<file path="src/rtl/true_strength_index_macros.svh">
// assertion macros for the true strength index block
`ifndef TRUE_STRENGTH_INDEX_MACROS_SVH
`define TRUE_STRENGTH_INDEX_MACROS_SVH

`ifndef SYNTHESIS
// antecedent implies consequent in the same cycle
`define TSI_ASSERT_IMP(label, clk, rstn, ante, cons) \
    label: assert property (@(posedge clk) disable iff (!rstn) (ante) |-> (cons)) \
        else $error("tsi check failed");
// antecedent implies consequent in the next cycle
`define TSI_ASSERT_NXT(label, clk, rstn, ante, cons) \
    label: assert property (@(posedge clk) disable iff (!rstn) (ante) |=> (cons)) \
        else $error("tsi check failed");
`else
`define TSI_ASSERT_IMP(label, clk, rstn, ante, cons)
`define TSI_ASSERT_NXT(label, clk, rstn, ante, cons)
`endif

`endif

</file>
<file path="src/rtl/tsi_pkg.sv">
`timescale 1ns / 1ps

package tsi_pkg;

    // field and register widths
    localparam int PRICE_W   = 32;
    localparam int PERIOD_W  = 12;
    localparam int OUT_W     = 15;
    localparam int CFG_IDX_W = 1;

    // fixed point: averages are signed q40.16
    localparam int FRAC_BITS = 16;
    localparam int AVG_W     = 56;
    localparam int AVG_N     = 4;
    localparam int MOM_W     = PRICE_W + 1;
    localparam int MQ_W      = MOM_W + FRAC_BITS;
    localparam int DIFF_W    = AVG_W + 1;
    localparam int ALPHA_W   = FRAC_BITS + 1;
    localparam int DL_W      = 32;
    localparam int DH_W      = DIFF_W - DL_W;
    localparam int PLO_W     = DL_W + ALPHA_W;
    localparam int PHI_W     = DH_W + ALPHA_W + 1;
    localparam int SUM_W     = PHI_W + FRAC_BITS + 1;

    // divider
    localparam int DIV_W     = 70;
    localparam int QUO_W     = ALPHA_W;
    localparam int CNT_W     = 5;
    localparam int D_W       = PERIOD_W + 1;
    localparam int ALPHA_NUM = 131072;
    localparam int ALPHA_STEPS = ALPHA_W;
    localparam int TSI_SHIFT = DIV_W - AVG_W;
    localparam int TSI_STEPS = TSI_SHIFT + 1;

    // output scaling
    localparam int OUT_SCALE = 10000;
    localparam int SCALE_W   = 14;

    // reset values
    localparam int LONG_PERIOD_RST  = 25;
    localparam int SHORT_PERIOD_RST = 13;
    localparam int ALPHA_LONG_RST =
        (ALPHA_NUM + (LONG_PERIOD_RST + 1) / 2) / (LONG_PERIOD_RST + 1);
    localparam int ALPHA_SHORT_RST =
        (ALPHA_NUM + (SHORT_PERIOD_RST + 1) / 2) / (SHORT_PERIOD_RST + 1);

    // register indexes
    localparam logic [CFG_IDX_W-1:0] CFG_LONG  = 1'd0;
    localparam logic [CFG_IDX_W-1:0] CFG_SHORT = 1'd1;

    // average slots, in update order
    localparam logic [1:0] AVG_LONG_MOM  = 2'd0;
    localparam logic [1:0] AVG_LONG_ABS  = 2'd1;
    localparam logic [1:0] AVG_SHORT_MOM = 2'd2;
    localparam logic [1:0] AVG_SHORT_ABS = 2'd3;

    typedef enum logic [1:0] {
        DIV_ALPHA_LONG,
        DIV_ALPHA_SHORT,
        DIV_TSI
    } div_mode_t;

    // controller to datapath
    typedef struct packed {
        logic      take_price;
        logic      store_first;
        logic      store_prev;
        logic      seed;
        logic      do_diff;
        logic      do_mul;
        logic      do_upd;
        logic [1:0] op;
        logic      div_start;
        div_mode_t div_mode;
        logic      alpha_commit;
        logic      out_load;
    } cmd_t;

    // datapath to controller
    typedef struct packed {
        logic div_busy;
    } stat_t;

endpackage

</file>
<file path="src/rtl/tsi_div.sv">
`timescale 1ns / 1ps

module tsi_div (
    input  logic                        aclk,
    input  logic                        aresetn,
    input  logic                        start,
    input  logic [tsi_pkg::DIV_W-1:0]   num,
    input  logic [tsi_pkg::DIV_W-1:0]   den_sh,
    input  logic [tsi_pkg::CNT_W-1:0]   steps,
    output logic                        busy,
    output logic [tsi_pkg::QUO_W-1:0]   quo
);

    logic [tsi_pkg::DIV_W-1:0] rem_reg, rem_next;
    logic [tsi_pkg::DIV_W-1:0] dsh_reg;
    logic [tsi_pkg::QUO_W-1:0] quo_reg, quo_next;
    logic [tsi_pkg::CNT_W-1:0] cnt_reg;
    logic                      busy_reg;
    logic                      fits;

    // one restoring step: one quotient bit per cycle
    always_comb begin
        fits     = rem_reg >= dsh_reg;
        rem_next = fits ? rem_reg - dsh_reg : rem_reg;
        quo_next = {quo_reg[tsi_pkg::QUO_W-2:0], fits};
    end

    // step counter
    always_ff @(posedge aclk) begin
        if (!aresetn) begin
            busy_reg <= 1'b0;
            cnt_reg  <= '0;
        end else if (start) begin
            busy_reg <= 1'b1;
            cnt_reg  <= steps;
        end else if (busy_reg) begin
            cnt_reg <= cnt_reg - tsi_pkg::CNT_W'(1);
            if (cnt_reg == tsi_pkg::CNT_W'(1)) begin
                busy_reg <= 1'b0;
            end
        end
    end

    // remainder, shifted divisor, quotient
    always_ff @(posedge aclk) begin
        if (start) begin
            rem_reg <= num;
            dsh_reg <= den_sh;
            quo_reg <= '0;
        end else if (busy_reg) begin
            rem_reg <= rem_next;
            dsh_reg <= dsh_reg >> 1;
            quo_reg <= quo_next;
        end
    end

    assign busy = busy_reg;
    assign quo  = quo_reg;

endmodule

</file>
<file path="src/rtl/tsi_dp.sv">
`timescale 1ns / 1ps

module tsi_dp (
    input  logic                              aclk,
    input  logic                              aresetn,
    input  logic                              cfg_we,
    input  logic [tsi_pkg::CFG_IDX_W-1:0]     cfg_index,
    input  logic [tsi_pkg::PERIOD_W-1:0]      cfg_wdata,
    input  logic [tsi_pkg::PRICE_W-1:0]       s_price,
    input  tsi_pkg::cmd_t                     cmd,
    output tsi_pkg::stat_t                    stat,
    output logic signed [tsi_pkg::OUT_W-1:0]  m_tsi_value
);

    logic [tsi_pkg::PERIOD_W-1:0]       long_period_reg, short_period_reg;
    logic [tsi_pkg::ALPHA_W-1:0]        alpha_long_reg, alpha_short_reg;
    logic [tsi_pkg::PRICE_W-1:0]        price_reg, prev_price_reg;
    logic signed [tsi_pkg::AVG_W-1:0]   avg_reg [tsi_pkg::AVG_N];
    logic signed [tsi_pkg::DIFF_W-1:0]  diff_reg, diff_next;
    logic [tsi_pkg::PLO_W-1:0]          plo_reg, plo_next;
    logic signed [tsi_pkg::PHI_W-1:0]   phi_reg, phi_next;
    logic signed [tsi_pkg::OUT_W-1:0]   out_reg, out_next;

    logic signed [tsi_pkg::MOM_W-1:0]   mom, mom_abs;
    logic signed [tsi_pkg::DIFF_W-1:0]  mq_x, aq_x, x_sel;
    logic signed [tsi_pkg::AVG_W-1:0]   avg_sel, upd_avg;
    logic [tsi_pkg::ALPHA_W-1:0]        alpha_sel;
    logic [tsi_pkg::DL_W-1:0]           dl;
    logic [tsi_pkg::DH_W-1:0]           dh;
    logic signed [tsi_pkg::PHI_W-1:0]   dh_x, alpha_x;
    logic signed [tsi_pkg::SUM_W-1:0]   avg_sx, phi_sh, plo_sh, sum;

    logic [tsi_pkg::PERIOD_W-1:0]       period_sel, period_eff;
    logic [tsi_pkg::D_W-1:0]            d;
    logic [tsi_pkg::AVG_W-1:0]          mag, den;
    logic [tsi_pkg::DIV_W-1:0]          div_num, div_den;
    logic [tsi_pkg::CNT_W-1:0]          div_steps;
    logic                               div_busy;
    logic [tsi_pkg::QUO_W-1:0]          quo;
    logic [tsi_pkg::SCALE_W-1:0]        q_sat;
    logic signed [tsi_pkg::OUT_W-1:0]   q_val;
    logic                               den_ok;

    // period registers
    always_ff @(posedge aclk) begin
        if (!aresetn) begin
            long_period_reg  <= tsi_pkg::PERIOD_W'(tsi_pkg::LONG_PERIOD_RST);
            short_period_reg <= tsi_pkg::PERIOD_W'(tsi_pkg::SHORT_PERIOD_RST);
        end else if (cfg_we) begin
            case (cfg_index)
                tsi_pkg::CFG_LONG:  long_period_reg  <= cfg_wdata;
                tsi_pkg::CFG_SHORT: short_period_reg <= cfg_wdata;
                default: ;
            endcase
        end
    end

    // smoothing factors, recomputed by the divider after a period write
    always_ff @(posedge aclk) begin
        if (!aresetn) begin
            alpha_long_reg  <= tsi_pkg::ALPHA_W'(tsi_pkg::ALPHA_LONG_RST);
            alpha_short_reg <= tsi_pkg::ALPHA_W'(tsi_pkg::ALPHA_SHORT_RST);
        end else if (cmd.alpha_commit) begin
            case (cmd.div_mode)
                tsi_pkg::DIV_ALPHA_LONG:  alpha_long_reg  <= quo;
                tsi_pkg::DIV_ALPHA_SHORT: alpha_short_reg <= quo;
                default: ;
            endcase
        end
    end

    // momentum and its magnitude, scaled into q33.16
    always_comb begin
        mom     = $signed({1'b0, price_reg}) - $signed({1'b0, prev_price_reg});
        mom_abs = mom[tsi_pkg::MOM_W-1] ? -mom : mom;
        mq_x    = {{(tsi_pkg::DIFF_W-tsi_pkg::MQ_W){mom[tsi_pkg::MOM_W-1]}},
                   mom, {tsi_pkg::FRAC_BITS{1'b0}}};
        aq_x    = {{(tsi_pkg::DIFF_W-tsi_pkg::MQ_W){mom_abs[tsi_pkg::MOM_W-1]}},
                   mom_abs, {tsi_pkg::FRAC_BITS{1'b0}}};
    end

    // operand selection for the current average
    always_comb begin
        avg_sel = avg_reg[cmd.op];
        case (cmd.op)
            tsi_pkg::AVG_LONG_MOM: x_sel = mq_x;
            tsi_pkg::AVG_LONG_ABS: x_sel = aq_x;
            tsi_pkg::AVG_SHORT_MOM: begin
                x_sel = {avg_reg[tsi_pkg::AVG_LONG_MOM][tsi_pkg::AVG_W-1],
                         avg_reg[tsi_pkg::AVG_LONG_MOM]};
            end
            tsi_pkg::AVG_SHORT_ABS: begin
                x_sel = {avg_reg[tsi_pkg::AVG_LONG_ABS][tsi_pkg::AVG_W-1],
                         avg_reg[tsi_pkg::AVG_LONG_ABS]};
            end
            default: x_sel = mq_x;
        endcase
        // short averages sit in the upper half of the slots
        alpha_sel = cmd.op[1] ? alpha_short_reg : alpha_long_reg;
        diff_next = x_sel - {avg_sel[tsi_pkg::AVG_W-1], avg_sel};
    end

    // split product: low 32 bits unsigned, high part signed
    always_comb begin
        dl       = diff_reg[tsi_pkg::DL_W-1:0];
        dh       = diff_reg[tsi_pkg::DIFF_W-1:tsi_pkg::DL_W];
        plo_next = {{(tsi_pkg::PLO_W-tsi_pkg::DL_W){1'b0}}, dl}
                 * {{(tsi_pkg::PLO_W-tsi_pkg::ALPHA_W){1'b0}}, alpha_sel};
        dh_x     = {{(tsi_pkg::PHI_W-tsi_pkg::DH_W){dh[tsi_pkg::DH_W-1]}}, dh};
        alpha_x  = {{(tsi_pkg::PHI_W-tsi_pkg::ALPHA_W){1'b0}}, alpha_sel};
        phi_next = dh_x * alpha_x;
    end

    // avg + floor(diff * alpha / 2^16)
    always_comb begin
        avg_sx  = {{(tsi_pkg::SUM_W-tsi_pkg::AVG_W){avg_sel[tsi_pkg::AVG_W-1]}}, avg_sel};
        phi_sh  = {{(tsi_pkg::SUM_W-tsi_pkg::PHI_W-tsi_pkg::FRAC_BITS){phi_reg[tsi_pkg::PHI_W-1]}},
                   phi_reg, {tsi_pkg::FRAC_BITS{1'b0}}};
        plo_sh  = {{(tsi_pkg::SUM_W-tsi_pkg::PLO_W+tsi_pkg::FRAC_BITS){1'b0}},
                   plo_reg[tsi_pkg::PLO_W-1:tsi_pkg::FRAC_BITS]};
        sum     = avg_sx + phi_sh + plo_sh;
        upd_avg = sum[tsi_pkg::AVG_W-1:0];
    end

    // price, smoothing pipeline and averages
    always_ff @(posedge aclk) begin
        if (cmd.take_price) begin
            price_reg <= s_price;
        end
        if (cmd.store_first) begin
            prev_price_reg <= s_price;
        end else if (cmd.store_prev) begin
            prev_price_reg <= price_reg;
        end
        if (cmd.do_diff) begin
            diff_reg <= diff_next;
        end
        if (cmd.do_mul) begin
            plo_reg <= plo_next;
            phi_reg <= phi_next;
        end
        if (cmd.seed) begin
            avg_reg[tsi_pkg::AVG_LONG_MOM]  <= mq_x[tsi_pkg::AVG_W-1:0];
            avg_reg[tsi_pkg::AVG_LONG_ABS]  <= aq_x[tsi_pkg::AVG_W-1:0];
            avg_reg[tsi_pkg::AVG_SHORT_MOM] <= mq_x[tsi_pkg::AVG_W-1:0];
            avg_reg[tsi_pkg::AVG_SHORT_ABS] <= aq_x[tsi_pkg::AVG_W-1:0];
        end else if (cmd.do_upd) begin
            avg_reg[cmd.op] <= upd_avg;
        end
    end

    // divider operands: factor 2/(p+1) rounded, or the scaled ratio
    always_comb begin
        period_sel = (cmd.div_mode == tsi_pkg::DIV_ALPHA_SHORT)
                   ? short_period_reg : long_period_reg;
        period_eff = (period_sel == '0) ? tsi_pkg::PERIOD_W'(1) : period_sel;
        d          = {1'b0, period_eff} + tsi_pkg::D_W'(1);
        mag        = avg_reg[tsi_pkg::AVG_SHORT_MOM][tsi_pkg::AVG_W-1]
                   ? -avg_reg[tsi_pkg::AVG_SHORT_MOM] : avg_reg[tsi_pkg::AVG_SHORT_MOM];
        den        = avg_reg[tsi_pkg::AVG_SHORT_ABS];
        case (cmd.div_mode)
            tsi_pkg::DIV_ALPHA_LONG, tsi_pkg::DIV_ALPHA_SHORT: begin
                div_num   = tsi_pkg::DIV_W'(tsi_pkg::ALPHA_NUM)
                          + {{(tsi_pkg::DIV_W-tsi_pkg::D_W){1'b0}}, d >> 1};
                div_den   = {{(tsi_pkg::DIV_W-tsi_pkg::D_W){1'b0}}, d} << tsi_pkg::FRAC_BITS;
                div_steps = tsi_pkg::CNT_W'(tsi_pkg::ALPHA_STEPS);
            end
            tsi_pkg::DIV_TSI: begin
                div_num   = {{(tsi_pkg::DIV_W-tsi_pkg::AVG_W){1'b0}}, mag}
                          * {{(tsi_pkg::DIV_W-tsi_pkg::SCALE_W){1'b0}},
                             tsi_pkg::SCALE_W'(tsi_pkg::OUT_SCALE)};
                div_den   = {den, {tsi_pkg::TSI_SHIFT{1'b0}}};
                div_steps = tsi_pkg::CNT_W'(tsi_pkg::TSI_STEPS);
            end
            default: begin
                div_num   = '0;
                div_den   = '0;
                div_steps = '0;
            end
        endcase
    end

    tsi_div u_div (
        .aclk    (aclk),
        .aresetn (aresetn),
        .start   (cmd.div_start),
        .num     (div_num),
        .den_sh  (div_den),
        .steps   (div_steps),
        .busy    (div_busy),
        .quo     (quo)
    );

    // saturate, apply sign, zero when the denominator is not positive
    always_comb begin
        q_sat    = (quo > tsi_pkg::QUO_W'(tsi_pkg::OUT_SCALE))
                 ? tsi_pkg::SCALE_W'(tsi_pkg::OUT_SCALE) : quo[tsi_pkg::SCALE_W-1:0];
        q_val    = avg_reg[tsi_pkg::AVG_SHORT_MOM][tsi_pkg::AVG_W-1]
                 ? -$signed({1'b0, q_sat}) : $signed({1'b0, q_sat});
        den_ok   = !den[tsi_pkg::AVG_W-1] && (den != '0);
        out_next = den_ok ? q_val : '0;
    end

    // output data register
    always_ff @(posedge aclk) begin
        if (cmd.out_load) begin
            out_reg <= out_next;
        end
    end

    assign stat.div_busy = div_busy;
    assign m_tsi_value   = out_reg;

endmodule

</file>
<file path="src/rtl/tsi_ctrl.sv">
`timescale 1ns / 1ps

module tsi_ctrl (
    input  logic                           aclk,
    input  logic                           aresetn,
    input  logic                           cfg_we,
    input  logic [tsi_pkg::CFG_IDX_W-1:0]  cfg_index,
    input  logic                           s_valid,
    output logic                           s_ready,
    output logic                           m_valid,
    input  logic                           m_ready,
    output tsi_pkg::cmd_t                  cmd,
    input  tsi_pkg::stat_t                 stat
);

    typedef enum logic [3:0] {
        S_IDLE,
        S_ALPHA_WAIT,
        S_SEED,
        S_DIFF,
        S_MUL,
        S_UPD,
        S_DIV_START,
        S_DIV_WAIT,
        S_PUSH
    } state_t;

    typedef enum logic [1:0] {
        PH_FIRST,
        PH_SEED,
        PH_RUN
    } phase_t;

    state_t             state_reg, state_next;
    phase_t             phase_reg, phase_next;
    logic [1:0]         op_reg, op_next;
    logic [1:0]         pending_reg, pending_next;
    logic [1:0]         pend_clr, pend_set;
    tsi_pkg::div_mode_t alpha_mode_reg, alpha_mode_next;
    logic               m_valid_reg, m_valid_next;
    logic               ready;
    logic               accept;
    logic               out_free;

    // a period write marks its factor for recomputation
    assign pend_set = {cfg_we && (cfg_index == tsi_pkg::CFG_SHORT),
                       cfg_we && (cfg_index == tsi_pkg::CFG_LONG)};

    assign ready    = (state_reg == S_IDLE) && (pending_reg == '0) && !cfg_we;
    assign accept   = s_valid && ready;
    assign out_free = !m_valid_reg || m_ready;

    // next state and command decode
    always_comb begin
        state_next      = state_reg;
        phase_next      = phase_reg;
        op_next         = op_reg;
        alpha_mode_next = alpha_mode_reg;
        pend_clr        = '0;
        cmd             = '0;
        cmd.op          = op_reg;
        cmd.div_mode    = tsi_pkg::DIV_TSI;

        case (state_reg)
            S_IDLE: begin
                if (pending_reg[0]) begin
                    cmd.div_start   = 1'b1;
                    cmd.div_mode    = tsi_pkg::DIV_ALPHA_LONG;
                    alpha_mode_next = tsi_pkg::DIV_ALPHA_LONG;
                    pend_clr        = 2'b01;
                    state_next      = S_ALPHA_WAIT;
                end else if (pending_reg[1]) begin
                    cmd.div_start   = 1'b1;
                    cmd.div_mode    = tsi_pkg::DIV_ALPHA_SHORT;
                    alpha_mode_next = tsi_pkg::DIV_ALPHA_SHORT;
                    pend_clr        = 2'b10;
                    state_next      = S_ALPHA_WAIT;
                end else if (accept) begin
                    cmd.take_price = 1'b1;
                    case (phase_reg)
                        PH_FIRST: begin
                            cmd.store_first = 1'b1;
                            phase_next      = PH_SEED;
                        end
                        PH_SEED: begin
                            state_next = S_SEED;
                        end
                        default: begin
                            op_next    = tsi_pkg::AVG_LONG_MOM;
                            state_next = S_DIFF;
                        end
                    endcase
                end
            end
            S_ALPHA_WAIT: begin
                cmd.div_mode = alpha_mode_reg;
                if (!stat.div_busy) begin
                    cmd.alpha_commit = 1'b1;
                    state_next       = S_IDLE;
                end
            end
            S_SEED: begin
                cmd.seed   = 1'b1;
                phase_next = PH_RUN;
                state_next = S_DIV_START;
            end
            S_DIFF: begin
                cmd.do_diff = 1'b1;
                state_next  = S_MUL;
            end
            S_MUL: begin
                cmd.do_mul = 1'b1;
                state_next = S_UPD;
            end
            S_UPD: begin
                cmd.do_upd = 1'b1;
                if (op_reg == tsi_pkg::AVG_SHORT_ABS) begin
                    state_next = S_DIV_START;
                end else begin
                    op_next    = op_reg + 2'd1;
                    state_next = S_DIFF;
                end
            end
            S_DIV_START: begin
                cmd.div_start  = 1'b1;
                cmd.store_prev = 1'b1;
                state_next     = S_DIV_WAIT;
            end
            S_DIV_WAIT: begin
                if (!stat.div_busy) begin
                    state_next = S_PUSH;
                end
            end
            S_PUSH: begin
                if (out_free) begin
                    cmd.out_load = 1'b1;
                    state_next   = S_IDLE;
                end
            end
            default: begin
                state_next = S_IDLE;
            end
        endcase

        pending_next = (pending_reg & ~pend_clr) | pend_set;
        m_valid_next = cmd.out_load ? 1'b1 : (m_ready ? 1'b0 : m_valid_reg);
    end

    // state and registered outputs
    always_ff @(posedge aclk) begin
        if (!aresetn) begin
            state_reg      <= S_IDLE;
            phase_reg      <= PH_FIRST;
            op_reg         <= '0;
            pending_reg    <= '0;
            alpha_mode_reg <= tsi_pkg::DIV_ALPHA_LONG;
            m_valid_reg    <= 1'b0;
        end else begin
            state_reg      <= state_next;
            phase_reg      <= phase_next;
            op_reg         <= op_next;
            pending_reg    <= pending_next;
            alpha_mode_reg <= alpha_mode_next;
            m_valid_reg    <= m_valid_next;
        end
    end

    assign s_ready = ready;
    assign m_valid = m_valid_reg;

endmodule

</file>
<file path="src/rtl/true_strength_index.sv">
// True strength index, double smoothed, one price per request.
// Input channel s_valid/s_ready carries s_price; result channel m_valid/m_ready
// carries m_tsi_value, the index in hundredths of a percent, within +/-10000.
// The first request after reset only stores the price and gives no result;
// every later request gives exactly one result.
// Sequence: the seeding request seeds the averages and goes straight to the
// divider; a running request goes through smoothing (four averages, three steps
// each on one shared multiplier pair), the bit-serial divider and sequencing,
// and the block takes no new request until its last result is loaded.
// A write on cfg_we sets a period; the matching factor is then rebuilt in the
// same divider, with s_ready low meanwhile. Periods apply from the next request
// and the averages are kept.
// Reset (aresetn low at a clock edge) restores periods 25 and 13 and restarts
// at the first-sample phase.
// The result sits in an output register: if m_ready stays low the block still
// accepts and works on the next request and holds just before delivering it.
`timescale 1ns / 1ps
`include "true_strength_index_macros.svh"

module true_strength_index (
    input  logic                              aclk,
    input  logic                              aresetn,
    input  logic                              cfg_we,
    input  logic [tsi_pkg::CFG_IDX_W-1:0]     cfg_index,
    input  logic [tsi_pkg::PERIOD_W-1:0]      cfg_wdata,
    input  logic                              s_valid,
    output logic                              s_ready,
    input  logic [tsi_pkg::PRICE_W-1:0]       s_price,
    output logic                              m_valid,
    input  logic                              m_ready,
    output logic signed [tsi_pkg::OUT_W-1:0]  m_tsi_value
);

    tsi_pkg::cmd_t  ctrl_cmd;
    tsi_pkg::stat_t dp_stat;

    // sequencer
    tsi_ctrl u_ctrl (
        .aclk      (aclk),
        .aresetn   (aresetn),
        .cfg_we    (cfg_we),
        .cfg_index (cfg_index),
        .s_valid   (s_valid),
        .s_ready   (s_ready),
        .m_valid   (m_valid),
        .m_ready   (m_ready),
        .cmd       (ctrl_cmd),
        .stat      (dp_stat)
    );

    // averages, divider and output register
    tsi_dp u_dp (
        .aclk        (aclk),
        .aresetn     (aresetn),
        .cfg_we      (cfg_we),
        .cfg_index   (cfg_index),
        .cfg_wdata   (cfg_wdata),
        .s_price     (s_price),
        .cmd         (ctrl_cmd),
        .stat        (dp_stat),
        .m_tsi_value (m_tsi_value)
    );

    // checks
    `TSI_ASSERT_NXT(a_div_runs_after_start, aclk, aresetn, ctrl_cmd.div_start, dp_stat.div_busy)
    `TSI_ASSERT_IMP(a_no_start_while_busy, aclk, aresetn, ctrl_cmd.div_start, !dp_stat.div_busy)
    `TSI_ASSERT_IMP(a_ready_only_when_div_free, aclk, aresetn, s_ready, !dp_stat.div_busy)
    `TSI_ASSERT_IMP(a_result_in_range, aclk, aresetn, m_valid, (m_tsi_value <= 15'sd10000) && (m_tsi_value >= -15'sd10000))

endmodule
</file>
<file path="config.mk">
export PLATFORM = sky130hd
export DESIGN_NAME = true_strength_index
export DESIGN_NICKNAME = d
export VERILOG_FILES = /design/src/rtl/tsi_pkg.sv /design/src/rtl/tsi_div.sv /design/src/rtl/tsi_dp.sv /design/src/rtl/tsi_ctrl.sv /design/src/rtl/true_strength_index.sv
export VERILOG_INCLUDE_DIRS = /design/src /design/src/rtl
export SDC_FILE = /design/constraint.sdc
export NUM_CORES = 2
export LEC_CHECK = 0
export ABC_AREA = 1
export BUFFER_PORTS_ARGS = -buffer_cell sky130_fd_sc_hd__buf_2
export CORE_ASPECT_RATIO = 1.1
export CORE_UTILIZATION = 45
export CTS_CLUSTER_DIAMETER = 100
export DETAILED_ROUTE_END_ITERATION = 10
export HOLD_SLACK_MARGIN = 0.08
export PLACE_DENSITY = 0.67
export SLEW_MARGIN = 10
export SYNTH_ARGS = -nofsm -noshare
export SYNTH_HDL_FRONTEND = slang
export SYNTH_HIERARCHICAL = 1
export SYNTH_SLANG_ARGS = --single-unit
</file>
<file path="constraint.sdc">
create_clock -name aclk -period 17 [get_ports aclk]
set_input_delay 1.7 -clock aclk [delete_from_list [all_inputs] [get_ports aclk]]
set_output_delay 1.7 -clock aclk [all_outputs]
set_load 0.05 [all_outputs]
</file>
==> impl_summary.txt <==
----------------------------------------------------
[Place]
  Placed instance count ... between 10k and 15k
  Detailed placer's ending HPWL ... 253000 µm
  Weighted congestion reported at the end of routability-driven placement ... ~1.0
  # port buffers ... between 60 and 70

[Worst setup path]
  Type of element launching the critical path ... flop
  CP max FO ... 42
  Kind of end point of the critical path ... flop
  Crit Path Class ... flop to flop
  Required time worst endpoint ... 17.46 ns
  Arrival time reported for the critical path endpoint ... about 9.4 ns

[GRT]
  Antenna violations before repair ... 6
  Total routing resource utilization after global routing ... around 30%
  Overflow after GRT ... 0
  Number of global-route vias before repair ... slightly below 80k
  Global-route wire length before repair ... about 470000 µm
  Largest net degree at the start of global routing ... 120

[CTS]
  Sink Count ... 666
  Post-CTS Hold Buffers ... 0
  Clock root cell ... clkbuf_16
  CTS tree ... done
  Post-CTS Setup Inserts ... 0
  Number of buffers added by the clock tree synthesis step ... 79
  Maximum buffer depth of the clock tree ... 3
  Clock transition at the registers of the reported paths ... approximately 0.060 ns
  Post_cts resized ... 0
  H-tree levels ... 3
  Source-to-sink clock delay at the later pin of the worst-skew pair ... approximately 0.72 ns

[STA]
  Fin Hold WS ... between 0.4 and 0.5 ns
  Unrepaired setup endpoints after global routing ... false
  Maximum achievable frequency ... between 100 and 150 MHz
  Slew at the pin closest to its max-slew limit ... roughly 1.2 ns
  Max transition margin ... ~20%
  Setup TNS ... 0 ns
  Min cycle time layout ... 8.95 ns
  Hold Violations, Final ... 0
  Final clock skew ... ~0.04 ns
  Max-slew violations ... 0
  Total of endpoints with negative setup slack in the final report ... 0
  Post-route fraction of the period consumed by the critical path ... 52.6%

[Logic synthesis]
  Syn Inst Count ... around 12k
  Largest family of logic cells by synthesized area ... adder cells
  Adder-cell share of the synthesized area ... a little under a third
  Basic-gate share of the synthesized area counting and, or, nand and nor cells ... between 20% and 30%
  Number of warnings printed during yosys synthesis ... 6
  Number of library cell types mapped by synthesis ... between 70 and 80
  Post-synthesis compound-gate area fraction ... under 10%
  Post-synthesis share of cell area spent on xor and xnor gates ... between 3 and 4%
  Cell types occupying the most area after synthesis ... fa_1 22%, edfxtp_1 19%, nand2_1 12%
  Post-synth top area cell ... fa_1
  Number of enable-type register cells in the synthesized netlist ... 573
  Prevailing post-synth register cell ... edfxtp_1
  Cell with the most instances after synthesis ... nand2_1
  FF+latch count, synth ... between 600 and 700
  Most used standard cells in the synthesized netlist ... 2806 x nand2_1, 2587 x inv_1, 1114 x nor2_1, 999 x fa_1, 684 x ha_1
  Fraction of the yosys area taken by sequential cells ... a little over a fifth
  Mean post-synth cell area ... 7.57 µm²
  Top cell type's share of synthesized area ... between 20% and 30%
  Synth async-reset ratio ... 0%
  Multiplexer area fraction after synthesis ... less than 1%
  Post-Synthesis Cell Area ... 89500 µm²

[Floorplanning]
  Total core area ... 197000 µm²
  Starting utilization of the core area ... roughly 45%
  Std-Cell Rows ... between 150 and 200
  Overall die area ... about 200000 µm²
  Height of the die ... ~470 µm
  Width of the die ... 427 µm
  Boundary pin count ... between 60 and 70

[Min path]
  Min-delay worst type ... flop to flop

[Flow run]
  Count of maximum capacitance violations ... 0

[Status]
  Status ... complete, no violations

[Layout]
  Number of nets in the finished design ... about 13k
  Post-synthesis to final-layout area growth ... 6.45%
  Share of cells above drive strength 1 ... under 10%
  Max reg flops ... ~220
  Fin util ... between 40 and 50%
  Number of standard cells in the layout, taps in and fillers out ... about 14k

[Route]
  Violation count after the first detailed-routing iteration ... 6999
  Ratio of routed vias to standard cells ... about 5.4
  Number of search-and-repair iterations in the first detailed-routing pass ... 9
  Average wire length per cell after detail routing ... 21.3 µm
  Total number of vias ... approximately 80k
  DRC Markers ... 0
  Final antenna-violating net count ... 0
  Drt total wl ... between 300000 and 400000 µm

----------------------------------------------------
## through the flow
stage | setup slack, ns | area [µm²]
finish | 8.05 | 95300
floorplan | 9.99 | 89600
CTS | 8.14 | 95300
global route | 7.51 | 95300
detailed placement | 8.17 | 92700
global placement | 8.19 | 92700
## layer usage
layer / track usage [%] / routed length (µm)
met1: 39.6 / 126000
met2: 50.0 / 143000
met3: 4.24 / 21200
met4: 13.7 / 16300
met5: 0 / 28
## cell families (layout without fill, tap and decap cells)
kind of cell             Yosys count  count (layout)
flip-flops                       666             666
adder cells (fa/ha/maj)         1683            1683
AO/OA/AOI/OAI                   1550            1550
multiplexers                      19              19
other                              1              17
buffers and inverters           2954            2923
AND/OR/NAND/NOR                 4640            4640
XOR/XNOR                         309             309
## cell type report
type | instances | area [µm²]
antenna | 3 | 7.51
clock buffer | 94 | 2130
clock inverter | 43 | 485
fill | 19700 | 102000
inverter | 2637 | 9900
multi-input combinational | 8215 | 59500
sequential | 666 | 19100
tap | 2595 | 3250
timing repair buffer | 149 | 953
## placed cells by master, fill, tap and decap left out, drive strengths merged, types with 16 or more instances in the layout
master / instances
xnor2: 100
nand3: 306
inv: 2629
nand3b: 20
o21a: 46
o21ai: 578
clkbuf: 94
clkinv: 39
ha: 684
nor4: 41
o22ai: 51
fa: 999
nor3: 101
a31oi: 66
a21o: 73
a21boi: 23
a21oi: 516
o211ai: 35
xor2: 209
nand2: 2869
nor2: 1167
edfxtp: 573
or2: 44
a221oi: 16
o21bai: 51
buf: 149
mux2i: 19
o221ai: 48
nand4: 68
dfxtp: 93
## critical path: stages, from the launching register on
cell      delay (ns)
dfxtp_2         0.81
buf_4           0.47
inv_2           0.21
or2_2           0.31
nand2_1         0.41
clkinv_1        0.49
buf_4           0.45
nand2_1         0.16
fa_1            0.42
inv_1           0.08
fa_1            0.44
fa_1            0.57
fa_1            0.43
fa_1            0.49
inv_1           0.05
fa_1            0.48
inv_1           0.05
ha_1            0.36
nand2_1         0.08
o21ai_0         0.32
a21oi_1         0.16
o21ai_0         0.32
a21boi_0        0.28
o21ai_0         0.41
nand4_1         0.17
nand3_1         0.11
nand2_1         0.07
## final timing paths
path                                 start                        to  slack (ns)  cells after the start
hold / removal    u_dp/short_period_reg[8]  u_dp/short_period_reg[8]        0.46                      2
setup reg to reg          u_ctrl/op_reg[1]          u_dp/plo_reg[44]        8.05                     26
setup / recovery          u_ctrl/op_reg[1]          u_dp/plo_reg[44]        8.05                     26
hold reg to reg   u_dp/short_period_reg[8]  u_dp/short_period_reg[8]        0.46                      2
Power is not shown: default switching activity piles up to over one toggle a cycle in this logic, so the estimate is an artifact.
